<file path="src/sv/btae_pkg.sv">
// Shared types and codes for the boot transfer acknowledge engine.
// Depends on nothing; btae_step and the top level import it.
package btae_pkg;

  // Command codes carried in a request header.
  localparam logic [2:0] CMD_OTHER     = 3'd0;
  localparam logic [2:0] CMD_COMMAND   = 3'd1;
  localparam logic [2:0] CMD_SEND_FILE = 3'd2;
  localparam logic [2:0] CMD_DATA      = 3'd3;
  localparam logic [2:0] CMD_LAST_DATA = 3'd4;
  localparam logic [2:0] CMD_BOOT      = 3'd5;
  // Stored as the previous command after reset so that no request matches.
  localparam logic [2:0] CMD_NONE      = 3'd7;

  // Reply codes.
  localparam logic [1:0] RC_ACK       = 2'd0;
  localparam logic [1:0] RC_BAD_FILE  = 2'd1;
  localparam logic [1:0] RC_TOO_LARGE = 2'd2;
  localparam logic [1:0] RC_RECEIVED  = 2'd3;

  // File selector value for a name that is not recognized.
  localparam logic [1:0] FSEL_UNKNOWN = 2'd3;

  typedef struct packed {
    logic [2:0]  command;
    logic [31:0] cookie;
    logic [31:0] argument;
    logic [15:0] payload_len;
    logic [1:0]  file_select;
  } req_t;

  typedef struct packed {
    logic [1:0]  reply_code;
    logic [31:0] reply_cookie;
    logic [31:0] reply_arg;
    logic        boot_request;
    logic        transfer_busy;
  } rsp_t;

endpackage

</file>
<file path="src/sv/btae_ifs.sv">
// Valid/ready channel interfaces for request headers and replies.
// Standalone; the field widths match the types in btae_pkg.
interface btae_req_if;
  logic        valid;
  logic        ready;
  logic [2:0]  command;
  logic [31:0] cookie;
  logic [31:0] argument;
  logic [15:0] payload_len;
  logic [1:0]  file_select;

  modport source (output valid, command, cookie, argument, payload_len, file_select,
                  input ready);
  modport sink (input valid, command, cookie, argument, payload_len, file_select,
                output ready);
endinterface

interface btae_rsp_if;
  logic        valid;
  logic        ready;
  logic [1:0]  reply_code;
  logic [31:0] reply_cookie;
  logic [31:0] reply_arg;
  logic        boot_request;
  logic        transfer_busy;

  modport source (output valid, reply_code, reply_cookie, reply_arg, boot_request,
                  transfer_busy, input ready);
  modport sink (input valid, reply_code, reply_cookie, reply_arg, boot_request,
                transfer_busy, output ready);
endinterface

</file>
<file path="src/sv/btae_step.sv">
// Protocol state and per-header decision logic of the acknowledge engine.
// Depends on btae_pkg.
module btae_step (
  input  logic            clk_i,
  input  logic            rst_ni,
  input  logic            fire_i,
  input  btae_pkg::req_t  req_i,
  output logic            rsp_vld_o,
  output btae_pkg::rsp_t  rsp_o
);
  import btae_pkg::*;

  logic [31:0] prev_cookie_q;
  logic [2:0]  prev_cmd_q;
  logic [31:0] prev_arg_q;
  logic [1:0]  prev_code_q;
  logic [31:0] prev_rarg_q;
  logic        file_open_q, file_open_d;
  logic [31:0] offset_q, offset_d;
  logic [31:0] size_q, size_d;
  logic        busy_q, busy_d;

  logic [2:0]  cmd;
  logic        repeat_hit;
  logic [32:0] end_pos;
  logic        send;
  logic        remember;
  logic        boot;
  logic [1:0]  code;
  logic [31:0] rarg;

  always_comb begin
    // Undefined command codes behave like an unhandled command.
    cmd        = (req_i.command > CMD_BOOT) ? CMD_OTHER : req_i.command;
    repeat_hit = (req_i.cookie == prev_cookie_q) && (cmd == prev_cmd_q) &&
                 (req_i.argument == prev_arg_q);
    end_pos    = {1'b0, offset_q} + {17'b0, req_i.payload_len};

    send        = 1'b1;
    remember    = 1'b1;
    boot        = 1'b0;
    code        = RC_ACK;
    rarg        = '0;
    busy_d      = busy_q;
    file_open_d = file_open_q;
    offset_d    = offset_q;
    size_d      = size_q;

    if (repeat_hit) begin
      // Resend the stored reply; nothing else moves.
      remember = 1'b0;
      code     = prev_code_q;
      rarg     = prev_rarg_q;
    end else begin
      case (cmd)
        CMD_COMMAND: begin
          if (req_i.payload_len == '0) begin
            send     = 1'b0;
            remember = 1'b0;
          end
        end
        CMD_SEND_FILE: begin
          busy_d = 1'b1;
          if (req_i.payload_len == '0) begin
            send     = 1'b0;
            remember = 1'b0;
          end else if (req_i.file_select == FSEL_UNKNOWN) begin
            file_open_d = 1'b0;
            code        = RC_BAD_FILE;
          end else begin
            file_open_d = 1'b1;
            size_d      = req_i.argument;
            offset_d    = '0;
            rarg        = req_i.argument;
          end
        end
        CMD_DATA, CMD_LAST_DATA: begin
          busy_d = 1'b1;
          if (!file_open_q) begin
            send     = 1'b0;
            remember = 1'b0;
          end else if (req_i.argument != offset_q) begin
            rarg = offset_q;
          end else if (end_pos > {1'b0, size_q}) begin
            code = RC_TOO_LARGE;
            rarg = req_i.argument;
          end else begin
            offset_d = end_pos[31:0];
            if (cmd == CMD_LAST_DATA) begin
              code   = RC_RECEIVED;
              busy_d = 1'b0;
            end else begin
              send = 1'b0;
            end
          end
        end
        CMD_BOOT: begin
          boot = 1'b1;
        end
        default: begin
          send = 1'b0;
        end
      endcase
    end
  end

  assign rsp_vld_o           = fire_i && send;
  assign rsp_o.reply_code    = code;
  assign rsp_o.reply_cookie  = req_i.cookie;
  assign rsp_o.reply_arg     = rarg;
  assign rsp_o.boot_request  = boot;
  assign rsp_o.transfer_busy = busy_d;

  always_ff @(posedge clk_i or negedge rst_ni) begin
    if (!rst_ni) begin
      prev_cookie_q <= '0;
      prev_cmd_q    <= CMD_NONE;
      prev_arg_q    <= '0;
      prev_code_q   <= RC_ACK;
      prev_rarg_q   <= '0;
      file_open_q   <= 1'b0;
      offset_q      <= '0;
      size_q        <= '0;
      busy_q        <= 1'b0;
    end else if (fire_i) begin
      if (remember) begin
        prev_cookie_q <= req_i.cookie;
        prev_cmd_q    <= cmd;
        prev_arg_q    <= req_i.argument;
        prev_code_q   <= code;
        prev_rarg_q   <= rarg;
      end
      file_open_q <= file_open_d;
      offset_q    <= offset_d;
      size_q      <= size_d;
      busy_q      <= busy_d;
    end
  end

endmodule

</file>
<file path="src/sv/boot_transfer_ack_engine.sv">
// Top level of the boot transfer acknowledge engine: input register, decision
// stage and reply register. Depends on btae_pkg, btae_ifs and btae_step.

// The engine takes one validated request header per transfer on req_i and
// returns at most one reply per header on rsp_o. A header is captured in an
// input register; once it can move on, it is decided against the stored
// protocol state (last request and reply, open file, write offset, file size,
// busy flag) and its reply, if any, is written to the reply register. The
// sustained rate is one header per clock cycle while rsp_o is ready, set by
// the single decision stage whose result feeds its own state registers. A
// header waits in the input register and its reply in the reply register
// before the reply is presented on rsp_o. A header that causes no reply, such
// as an in-order data chunk, still takes its turn through the decision stage.
// While a reply waits to be taken, one more header can be held in the input
// register; ready on req_i drops only when both are occupied and rsp_o is not
// ready. A repeated request (same cookie, command and argument as the last
// remembered one) gets the stored reply again with boot_request low.
module boot_transfer_ack_engine (
  input  logic        clk_i,
  input  logic        rst_ni,
  btae_req_if.sink    req_i,
  btae_rsp_if.source  rsp_o
);
  import btae_pkg::*;

  logic   in_vld_q;
  req_t   in_q;
  logic   rsp_vld_q;
  rsp_t   rsp_q;

  logic   advance;
  logic   step_vld;
  rsp_t   step_rsp;
  logic   req_fire;

  // The held header moves on whenever the reply register is free or is being
  // emptied in this cycle.
  assign advance   = in_vld_q && (!rsp_vld_q || rsp_o.ready);
  assign req_i.ready = !in_vld_q || advance;
  assign req_fire  = req_i.valid && req_i.ready;

  always_ff @(posedge clk_i or negedge rst_ni) begin
    if (!rst_ni) begin
      in_vld_q <= 1'b0;
    end else if (req_fire) begin
      in_vld_q <= 1'b1;
    end else if (advance) begin
      in_vld_q <= 1'b0;
    end
  end

  always_ff @(posedge clk_i) begin
    if (req_fire) begin
      in_q.command     <= req_i.command;
      in_q.cookie      <= req_i.cookie;
      in_q.argument    <= req_i.argument;
      in_q.payload_len <= req_i.payload_len;
      in_q.file_select <= req_i.file_select;
    end
  end

  btae_step u_step (
    .clk_i     (clk_i),
    .rst_ni    (rst_ni),
    .fire_i    (advance),
    .req_i     (in_q),
    .rsp_vld_o (step_vld),
    .rsp_o     (step_rsp)
  );

  always_ff @(posedge clk_i or negedge rst_ni) begin
    if (!rst_ni) begin
      rsp_vld_q <= 1'b0;
    end else if (advance) begin
      rsp_vld_q <= step_vld;
    end else if (rsp_o.ready) begin
      rsp_vld_q <= 1'b0;
    end
  end

  always_ff @(posedge clk_i) begin
    if (step_vld) begin
      rsp_q <= step_rsp;
    end
  end

  assign rsp_o.valid         = rsp_vld_q;
  assign rsp_o.reply_code    = rsp_q.reply_code;
  assign rsp_o.reply_cookie  = rsp_q.reply_cookie;
  assign rsp_o.reply_arg     = rsp_q.reply_arg;
  assign rsp_o.boot_request  = rsp_q.boot_request;
  assign rsp_o.transfer_busy = rsp_q.transfer_busy;

  // A held header that cannot move on must stay in the input register intact.
  a_hold_input: assert property (@(posedge clk_i) disable iff (!rst_ni)
    in_vld_q && !advance |=> in_vld_q && $stable(in_q))
    else $error("held header lost or changed while stalled");

  // A boot reply is always a plain acknowledge with a zero argument.
  a_boot_reply: assert property (@(posedge clk_i) disable iff (!rst_ni)
    rsp_vld_q && rsp_q.boot_request |-> rsp_q.reply_code == RC_ACK &&
      rsp_q.reply_arg == '0)
    else $error("boot reply carries a wrong code or argument");

endmodule
</file>
<file path="src/flat_wrapper.sv">
// flat-port wrapper written by rule: the top's interface ports become plain ports
module boot_transfer_ack_engine_flat import btae_pkg::*;
  (clk_i, rst_ni, req_i_valid, req_i_command, req_i_cookie, req_i_argument, req_i_payload_len, req_i_file_select, req_i_ready, rsp_o_valid, rsp_o_reply_code, rsp_o_reply_cookie, rsp_o_reply_arg, rsp_o_boot_request, rsp_o_transfer_busy, rsp_o_ready);
  btae_req_if req_i_i ();
  btae_rsp_if rsp_o_i ();
  input  logic clk_i;
  input  logic rst_ni;
  input wire logic [$bits(req_i_i.valid)-1:0] req_i_valid;
  input wire logic [$bits(req_i_i.command)-1:0] req_i_command;
  input wire logic [$bits(req_i_i.cookie)-1:0] req_i_cookie;
  input wire logic [$bits(req_i_i.argument)-1:0] req_i_argument;
  input wire logic [$bits(req_i_i.payload_len)-1:0] req_i_payload_len;
  input wire logic [$bits(req_i_i.file_select)-1:0] req_i_file_select;
  output wire logic [$bits(req_i_i.ready)-1:0] req_i_ready;
  output wire logic [$bits(rsp_o_i.valid)-1:0] rsp_o_valid;
  output wire logic [$bits(rsp_o_i.reply_code)-1:0] rsp_o_reply_code;
  output wire logic [$bits(rsp_o_i.reply_cookie)-1:0] rsp_o_reply_cookie;
  output wire logic [$bits(rsp_o_i.reply_arg)-1:0] rsp_o_reply_arg;
  output wire logic [$bits(rsp_o_i.boot_request)-1:0] rsp_o_boot_request;
  output wire logic [$bits(rsp_o_i.transfer_busy)-1:0] rsp_o_transfer_busy;
  input wire logic [$bits(rsp_o_i.ready)-1:0] rsp_o_ready;
  assign req_i_i.valid = req_i_valid;
  assign req_i_i.command = req_i_command;
  assign req_i_i.cookie = req_i_cookie;
  assign req_i_i.argument = req_i_argument;
  assign req_i_i.payload_len = req_i_payload_len;
  assign req_i_i.file_select = req_i_file_select;
  assign req_i_ready = req_i_i.ready;
  assign rsp_o_valid = rsp_o_i.valid;
  assign rsp_o_reply_code = rsp_o_i.reply_code;
  assign rsp_o_reply_cookie = rsp_o_i.reply_cookie;
  assign rsp_o_reply_arg = rsp_o_i.reply_arg;
  assign rsp_o_boot_request = rsp_o_i.boot_request;
  assign rsp_o_transfer_busy = rsp_o_i.transfer_busy;
  assign rsp_o_i.ready = rsp_o_ready;
  boot_transfer_ack_engine u_core (.clk_i(clk_i), .rst_ni(rst_ni), .req_i(req_i_i), .rsp_o(rsp_o_i));
endmodule
</file>
<file path="config.mk">
export PLATFORM = sky130hd
export DESIGN_NAME = boot_transfer_ack_engine_flat
export DESIGN_NICKNAME = d
export VERILOG_FILES = /design/src/sv/btae_pkg.sv /design/src/sv/btae_ifs.sv /design/src/sv/btae_step.sv /design/src/sv/boot_transfer_ack_engine.sv /design/src/flat_wrapper.sv
export SDC_FILE = /design/constraint.sdc
export NUM_CORES = 1
export LEC_CHECK = 0
export ABC_AREA = 1
export BUFFER_PORTS_ARGS = -buffer_cell sky130_fd_sc_hd__buf_2
export CORE_MARGIN = 5
export CORE_UTILIZATION = 33
export CTS_CLUSTER_DIAMETER = 30
export DETAILED_ROUTE_END_ITERATION = 16
export GPL_TIMING_DRIVEN = 0
export PLACE_DENSITY_LB_ADDON = 0.1
export REMOVE_ABC_BUFFERS = 1
export SLEW_MARGIN = 0
export SYNTH_ARGS = -nofsm -noshare
export SYNTH_HDL_FRONTEND = slang
export SYNTH_HIERARCHICAL = 1
export SYNTH_SLANG_ARGS = --single-unit
</file>
<file path="constraint.sdc">
create_clock -name clk_i -period 8.45 [get_ports clk_i]
set_clock_uncertainty 0.05 [all_clocks]
set_input_delay 0.4225 -clock clk_i [delete_from_list [all_inputs] [get_ports clk_i]]
set_output_delay 0.4225 -clock clk_i [all_outputs]
set_load 0.03 [all_outputs]
</file>
==> results of run 1 <==
## registers in the layout (all words and copies together), names as in the netlist
name / cells
u_core/u_step/prev_cmd_q: 3
u_core/u_step/prev_arg_q: 32
u_core/u_step/file_open_q: 1
u_core/u_step/size_q: 32
u_core/rsp_o.reply_cookie: 32
u_core/u_step/prev_cookie_q: 32
u_core/rsp_o.transfer_busy: 1
u_core/rsp_o.reply_code: 2
u_core/u_step/busy_q: 1
u_core/rsp_o.boot_request: 1
u_core/rsp_o.reply_arg: 32
u_core/u_step/offset_q: 32
u_core/u_step/prev_rarg_q: 32
u_core/rsp_o.valid: 1
u_core/u_step/prev_code_q: 2
u_core/in_vld_q: 1
u_core/in_q: 85
## power by group through the flow
| stage | clock (mW) | combinational (mW) | sequential, mW |
|---|---|---|---|
| 6_report | 3.54 | 0.978 | 2.01 |
| 5_1_grt | 3.70 | 1.12 | 2.04 |
| 4_1_cts | 3.61 | 0.996 | 2.01 |
| 3_5_place_dp | 0 | 0.958 | 2.03 |
| 3_3_place_gp | 0 | 0.927 | 2.03 |
| 2_1_floorplan | 0 | 0.615 | 2.04 |
## tightest hold or removal path: stages
cell and delay, ns:
buf_2 0.07, inv_1 0.06, nand2_1 0.06, nand2_1 0.04
## logic make-up (layout without fill, tap and decap cells)
family,count (synthesis),count (layout)
simple gates,834,834
flops,322,322
buf+inv,232,561
compound gates,160,160
xor+xnor,96,96
fa+ha+maj,49,49
## synthesized netlist by cell type (all sizes together) (24+ instances only)
cell type / number
or2: 24
o21ai: 117
buf: 73
a21oi: 31
nand2: 628
xor2: 44
ha: 48
nand3: 76
dfrtp: 166
inv: 138
nor2: 64
edfxtp: 153
xnor2: 52
## stage by stage
| step | setup TNS [ns] | hold WS, ns | worst slack (ns) |
|---|---|---|---|
| 3_5_place_dp | 0 | 0.2994 | 3.425 |
| 3_3_place_gp | -0.2561 | 0.3891 | -0.01952 |
| 6_report | 0 | 0.05278 | 3.503 |
| 5_1_grt | 0 | 0.05142 | 2.988 |
| 2_1_floorplan | 0 | 0.07691 | 3.575 |
| 4_1_cts | 0 | 0.007890 | 3.421 |
## what timing repair did
action	in CTS	in global routing
setup endpoints to repair	0	0
hold endpoints to repair	129	0
hold buffers	87	0
## layout make-up
class	count	area [µm²]	share of cell area
repair buffers	256	1952	0.09273
flip-flops and latches	322	8827	0.4194
clock buffers	118	2501	0.1188
multi-input cells	1139	5792	0.2752
clock inverters	49	694.4	0.03299
inverters	138	523.0	0.02485
well taps	607	759.5	0.03608
## path summary, 6_finish.rpt
| kind | end | slack [ns] |
|---|---|---|
| min in group asynchronous | u_core/u_step/prev_rarg_q[19] | 0.28 |
| worst min register to register | u_core/rsp_o.reply_cookie[12] | 0.40 |
| worst max-delay path | u_core/u_step/offset_q[19] | 3.50 |
| worst min-delay path | u_core/rsp_o.valid | 0.05 |
| worst max register to register | u_core/u_step/offset_q[19] | 3.50 |
| max in group asynchronous | u_core/u_step/prev_cmd_q[0] | 7.01 |
## metal layers
layer / vias to the layer above / global-route usage / routed length [µm]
li1: 5989 / - / -
met1: 5554 / 0.2196 / 19660
met2: 265 / 0.2586 / 19450
met3: 77 / 0.03814 / 1923
met4: 0 / 0.04651 / 843
met5: - / 0 / 0
==> out/summary.txt, run 1 <==
cell taking the most area after synthesis: edfxtp_1
CTS root buffer: clkbuf_16
I/O pin count: 159
reg2reg start: u_core/u_step/offset_q[2]
Syn-to-layout area delta: 34.20%
post-synthesis sequential area ratio: 0.5628
Worst setup SP type: register
DRT antenna net count: 0
Post-Synthesis Cell Area: 15690 µm²
Setup crit start: u_core/u_step/offset_q[2]
cell count after synthesis: 1693
Worst-Margin Slew: 1.290 ns
R2R cell count: 24
switching share of power: 0.2628
hold depth: 4
Vias: 11885
Overflow after GRT: 0
Distinct cells, synth: 44
clock share of power: 0.542
DR DRC count: 0
post_cts resized: 0
DP HPWL: 27710 µm
RSZ-0062 raised after global routing: false
Post-synth EDFFs: 153
PortBufs: 158
post-synthesis xor/xnor area fraction: 0.05361
fillers: 4472
HP Class: in2reg
YS warnings: 6
Seq pwr share: 0.308
Mapped Avg Cell Area: 9.265 µm²
clk_lat worst skew: 0.59 ns
# nets final: 2084
DR pass1 iterations: 5
commonest non-fill, non-tap cells in the layout: nand2_1, dfrtp_1, buf_2
Critical Path RT: 8.87 ns
global-route wire length before repair: 67410 µm
simple logic cell fraction of the synthesized area: 0.2198
Clock transition at path regs: 0.04 ns
min-delay src: rsp_o_ready
Seq cells post-synth: 322
DRT iter0 DRCs: 645
Max Cap Viol: 0
Max Slew Vio Count: 0
CTS tree: yes
# placed instances: 2375
H-tree depth: 3
min Tclk post-route: 4.947 ns
Net Switching: 1.715 mW
Setup Fix Bufs, Post-CTS: 0
Die H: 228.0 µm
Rows: 79
Antenna diodes: 0
commonest non-fill, non-tap cell in the layout: nand2_1
Clock Sinks: 322
Arr. time, crit path: 5.37 ns
Clock Path Buffers: 3
Synth Area in Compound Gates: 0.05440
vias per cell: 4.521
Gate power share: 0.150
vias in the first global route: 12104
antenna violations before repair: 0
final setup fails: 0
die footprint: 51990 µm²
critical setup path kind: reg2reg
status: complete, no violations
final non-filler cell total: 2629
slew margin rel.: 0.1402
GP Congestion: 0.8522
CP Depth: 24
Synth Flop Type: dfrtp_1
pwr/cell area: 310.0 nW/µm²
internal power of the cells: 4.810 mW
Final Hold Viols: 0
CTS Buf Count: 89
core footprint: 46750 µm²
Placement Cell Area: 16980 µm²
Design Area, Final: 21050 µm²
adder-cell share of the synthesized area: 0.03957
crit path cell chain: ha_1 -> nand3_1 -> nand2_1 -> nand2_1 -> nand3_1 -> nand3_1 -> nand2_1 -> nand3_1 -> nand3_1 -> inv_1 -> nor2_1 -> nand2_1 -> xor2_1 -> ha_1 -> nand3_1 -> nor4_1 -> nand4_1 -> nand2_2 -> nand2_4 -> nand2_1 -> o211ai_4 -> buf_16 -> nand2_1 -> o21ai_0
CP max FO: 33
Routed WL: 41880 µm
total track usage: 0.1612
largest family of logic cells by synthesized area: simple AND/OR/NAND/NOR gates
final worst-path cycle share: 0.5855
PnR Total Power: 6.525 mW
Worst path max stage delay: 0.42 ns
multiplexer area fraction after synthesis: 0
Final Core Density: 0.4502
Worst VDD drop: 0.0001395 V
Max stage delay cell, worst path: dfrtp_1
synth top area cells: edfxtp_1, dfrtp_1, nand2_1
share of cells above drive strength 1: 0.1835
Synth top area share: 0.2929
Peak Freq: 0.2021 GHz
nature of the critical path endpoint: register
Die X: 228.0 µm
Critical path buffers and inverters: 2
ys async rst share: 0.5248
Pleak: 9.792 nW
crit-path leading delay family: simple AND/OR/NAND/NOR gates
WL/cell: 15.93 µm
initial core utilization: 0.3355
pin count of the biggest net entering global routing: 74
No activity file was read; power rests on OpenSTA's default activity.
==> inputs of run 2 (changes only) <==
clock period = 4.5 ns   (was 8.45 ns; I/O delays follow)
==> out/summary.txt, run 2 (synthesized netlist as in run 1, its figures left out) <==
status: complete, no violations
DRT antenna net count: 0 (unchanged)
critical setup path kind: reg2reg
critical path's most frequent cell: nand2_1
DR DRC count: 0 (unchanged)
# nets final: 2106 (+1.1%)
Clock Sinks: 322 (unchanged)
Routed WL: 44100 µm (+5.3%)
die footprint: 51990 µm² (unchanged)
total track usage: 0.1657 (+0.004501)
GP Congestion: 0.8522 (unchanged)
Rows: 79 (unchanged)
FF+latch area: 8831 µm² (about the same)
H-tree depth: 3 (unchanged)
CTS tree: yes
final worst-path cycle share: 0.9297 (+0.3442)
PnR Total Power: 12.44 mW (+91%)
initial core utilization: 0.3355 (unchanged)
Multi-input gate area: 6055 µm² (+4.5%)
Clock transition at path regs: 0.04 ns (about the same)
Antenna diodes: 0 (unchanged)
share of cells above drive strength 1: 0.2118 (+0.02836)
Pleak: 9.965 nW (+1.8%)
Clock Path Buffers: 3 (unchanged)
slew margin rel.: 0.2693 (+0.1291)
nature of the critical path endpoint: register
Top reg by flops: u_core/in_q
antenna violations before repair: 0 (unchanged)
I/O pin count: 159 (unchanged)
minimum hold slack: 0.08621 ns (+0.03344 ns)
Arr. time, crit path: 4.47 ns (-0.90 ns)
vias in the first global route: 12247 (+1.2%)
final non-filler cell total: 2651 (+0.84%)
Max stage delay cell, worst path: dfrtp_2
CTS Buf Count: 89 (unchanged)
commonest non-fill, non-tap cells in the layout: nand2_1, dfrtp_1, buf_2
Worst path max stage delay: 0.45 ns (+0.03 ns)
Die X: 228.0 µm (unchanged)
Final Hold Viols: 0 (unchanged)
Worst setup SP type: register
Max Cap Viol: 0 (unchanged)
Worst VDD drop: 0.0002656 V (+90%)
CTS root buffer: clkbuf_16
Syn-to-layout area delta: 37.60%
CP max FO: 14 (-58%)
DRT iter0 DRCs: 722 (+12%)
global-route wire length before repair: 68860 µm (+2.2%)
Peak Freq: 0.2390 GHz (+18%)
commonest non-fill, non-tap cell in the layout: nand2_1
Die H: 228.0 µm (unchanged)
max reg flops: 85 (unchanged)
Final Core Density: 0.4616 (+0.01143)
Overflow after GRT: 0 (unchanged)
DP HPWL: 27710 µm (unchanged)
Worst-Margin Slew: 1.095 ns (-0.1948 ns)
min Tclk post-route: 4.184 ns (-0.7638 ns)
# placed instances: 2375 (unchanged)
Design Area, Final: 21580 µm² (+2.5%)
RSZ-0062 raised after global routing: false
Vias: 12074 (+1.6%)
pwr/cell area: 576.6 nW/µm² (+86%)
Max Slew Vio Count: 0 (unchanged)
core footprint: 46750 µm² (unchanged)
Placement Cell Area: 16980 µm² (unchanged)
fillers: 4428 (-0.98%)
WL/cell: 16.64 µm (+4.4%)
vias per cell: 4.555 (+0.75%)
Critical Path RT: 4.78 ns (-4.09 ns)
DR pass1 iterations: 5 (unchanged)
final setup fails: 0 (unchanged)
PortBufs: 158 (unchanged)
pin count of the biggest net entering global routing: 74 (unchanged)
HP Class: in2async
clk_lat worst skew: 0.59 ns (about the same)
==> run 2: where the power goes <==
| group | total (mW) | internal, mW | switching (mW) |
|---|---|---|---|
| Combinational | 2.02 | 0.795 | 1.23 |
| Sequential | 3.79 | 3.50 | 0.285 |
| Clock | 6.63 | 4.83 | 1.81 |
| Total | 12.4 | 9.12 | 3.32 |
==> run 2: path summary, 6_finish.rpt <==
| check | depth (start not counted) | slack [ns] | to | start |
|---|---|---|---|---|
| worst max-delay path | 26 | 0.32 | u_core/rsp_o.reply_arg[15] | u_core/u_step/offset_q[0] |
| worst min-delay path | 2 | 0.09 | u_core/u_step/offset_q[19] | rst_ni |
| worst max register to register | 26 | 0.32 | u_core/rsp_o.reply_arg[15] | u_core/u_step/offset_q[0] |
| worst min register to register | 0 | 0.40 | u_core/rsp_o.reply_cookie[12] | u_core/in_q[62] |
| max in group asynchronous | 4 | 3.24 | u_core/u_step/prev_cmd_q[0] | rst_ni |
| min in group clk_i | 2 | 0.29 | u_core/in_q[20] | req_i_argument[2] |
==> run 2: layout make-up <==
class	instances	share of cell area
Multi-Input combinational cell	1141	0.2805
Clock inverter	49	0.03217
Timing Repair Buffer	276	0.1024
Clock buffer	118	0.1159
Tap cell	607	0.03519
Sequential cell	322	0.4092
Inverter	138	0.02470
==> run 2: repair_timing <==
item	CTS	global route
setup buffers	9	4
hold buffers	89	0
pin swaps	12	13
setup endpoints to repair	191	192
gates cloned	4	3
hold endpoints to repair	192	0
resized for setup	26	40
==> run 2: routing by layer <==
layer / global-route usage / share of wire / wire, µm
met1: 0.2259 / 0.47 / 20520
met2: 0.2657 / 0.47 / 20530
met3: 0.03963 / 0.050 / 2196
met4: 0.04689 / 0.019 / 858
met5: 0 / 0 / 0
==> run 2: metrics by stage <==
step / worst slack [ns] / setup TNS, ns
after floorplan: -0.3752 / -44.20
after global placement: -3.970 / -509.91
after detailed placement: -0.5252 / -70.11
after CTS: 0.02522 / 0
after global routing: 0.007167 / 0
final: 0.3163 / 0
==> run 2: worst max-delay path: cells and delay by family, from the launching register on <==
family,cells,cell delay [ns]
AO/OA/AOI/OAI,3,0.40
XOR/XNOR,1,0.22
flip-flops,1,0.45
buffers and inverters,4,0.46
adder cells (fa/ha/maj),3,0.86
AND/OR/NAND/NOR,15,1.47
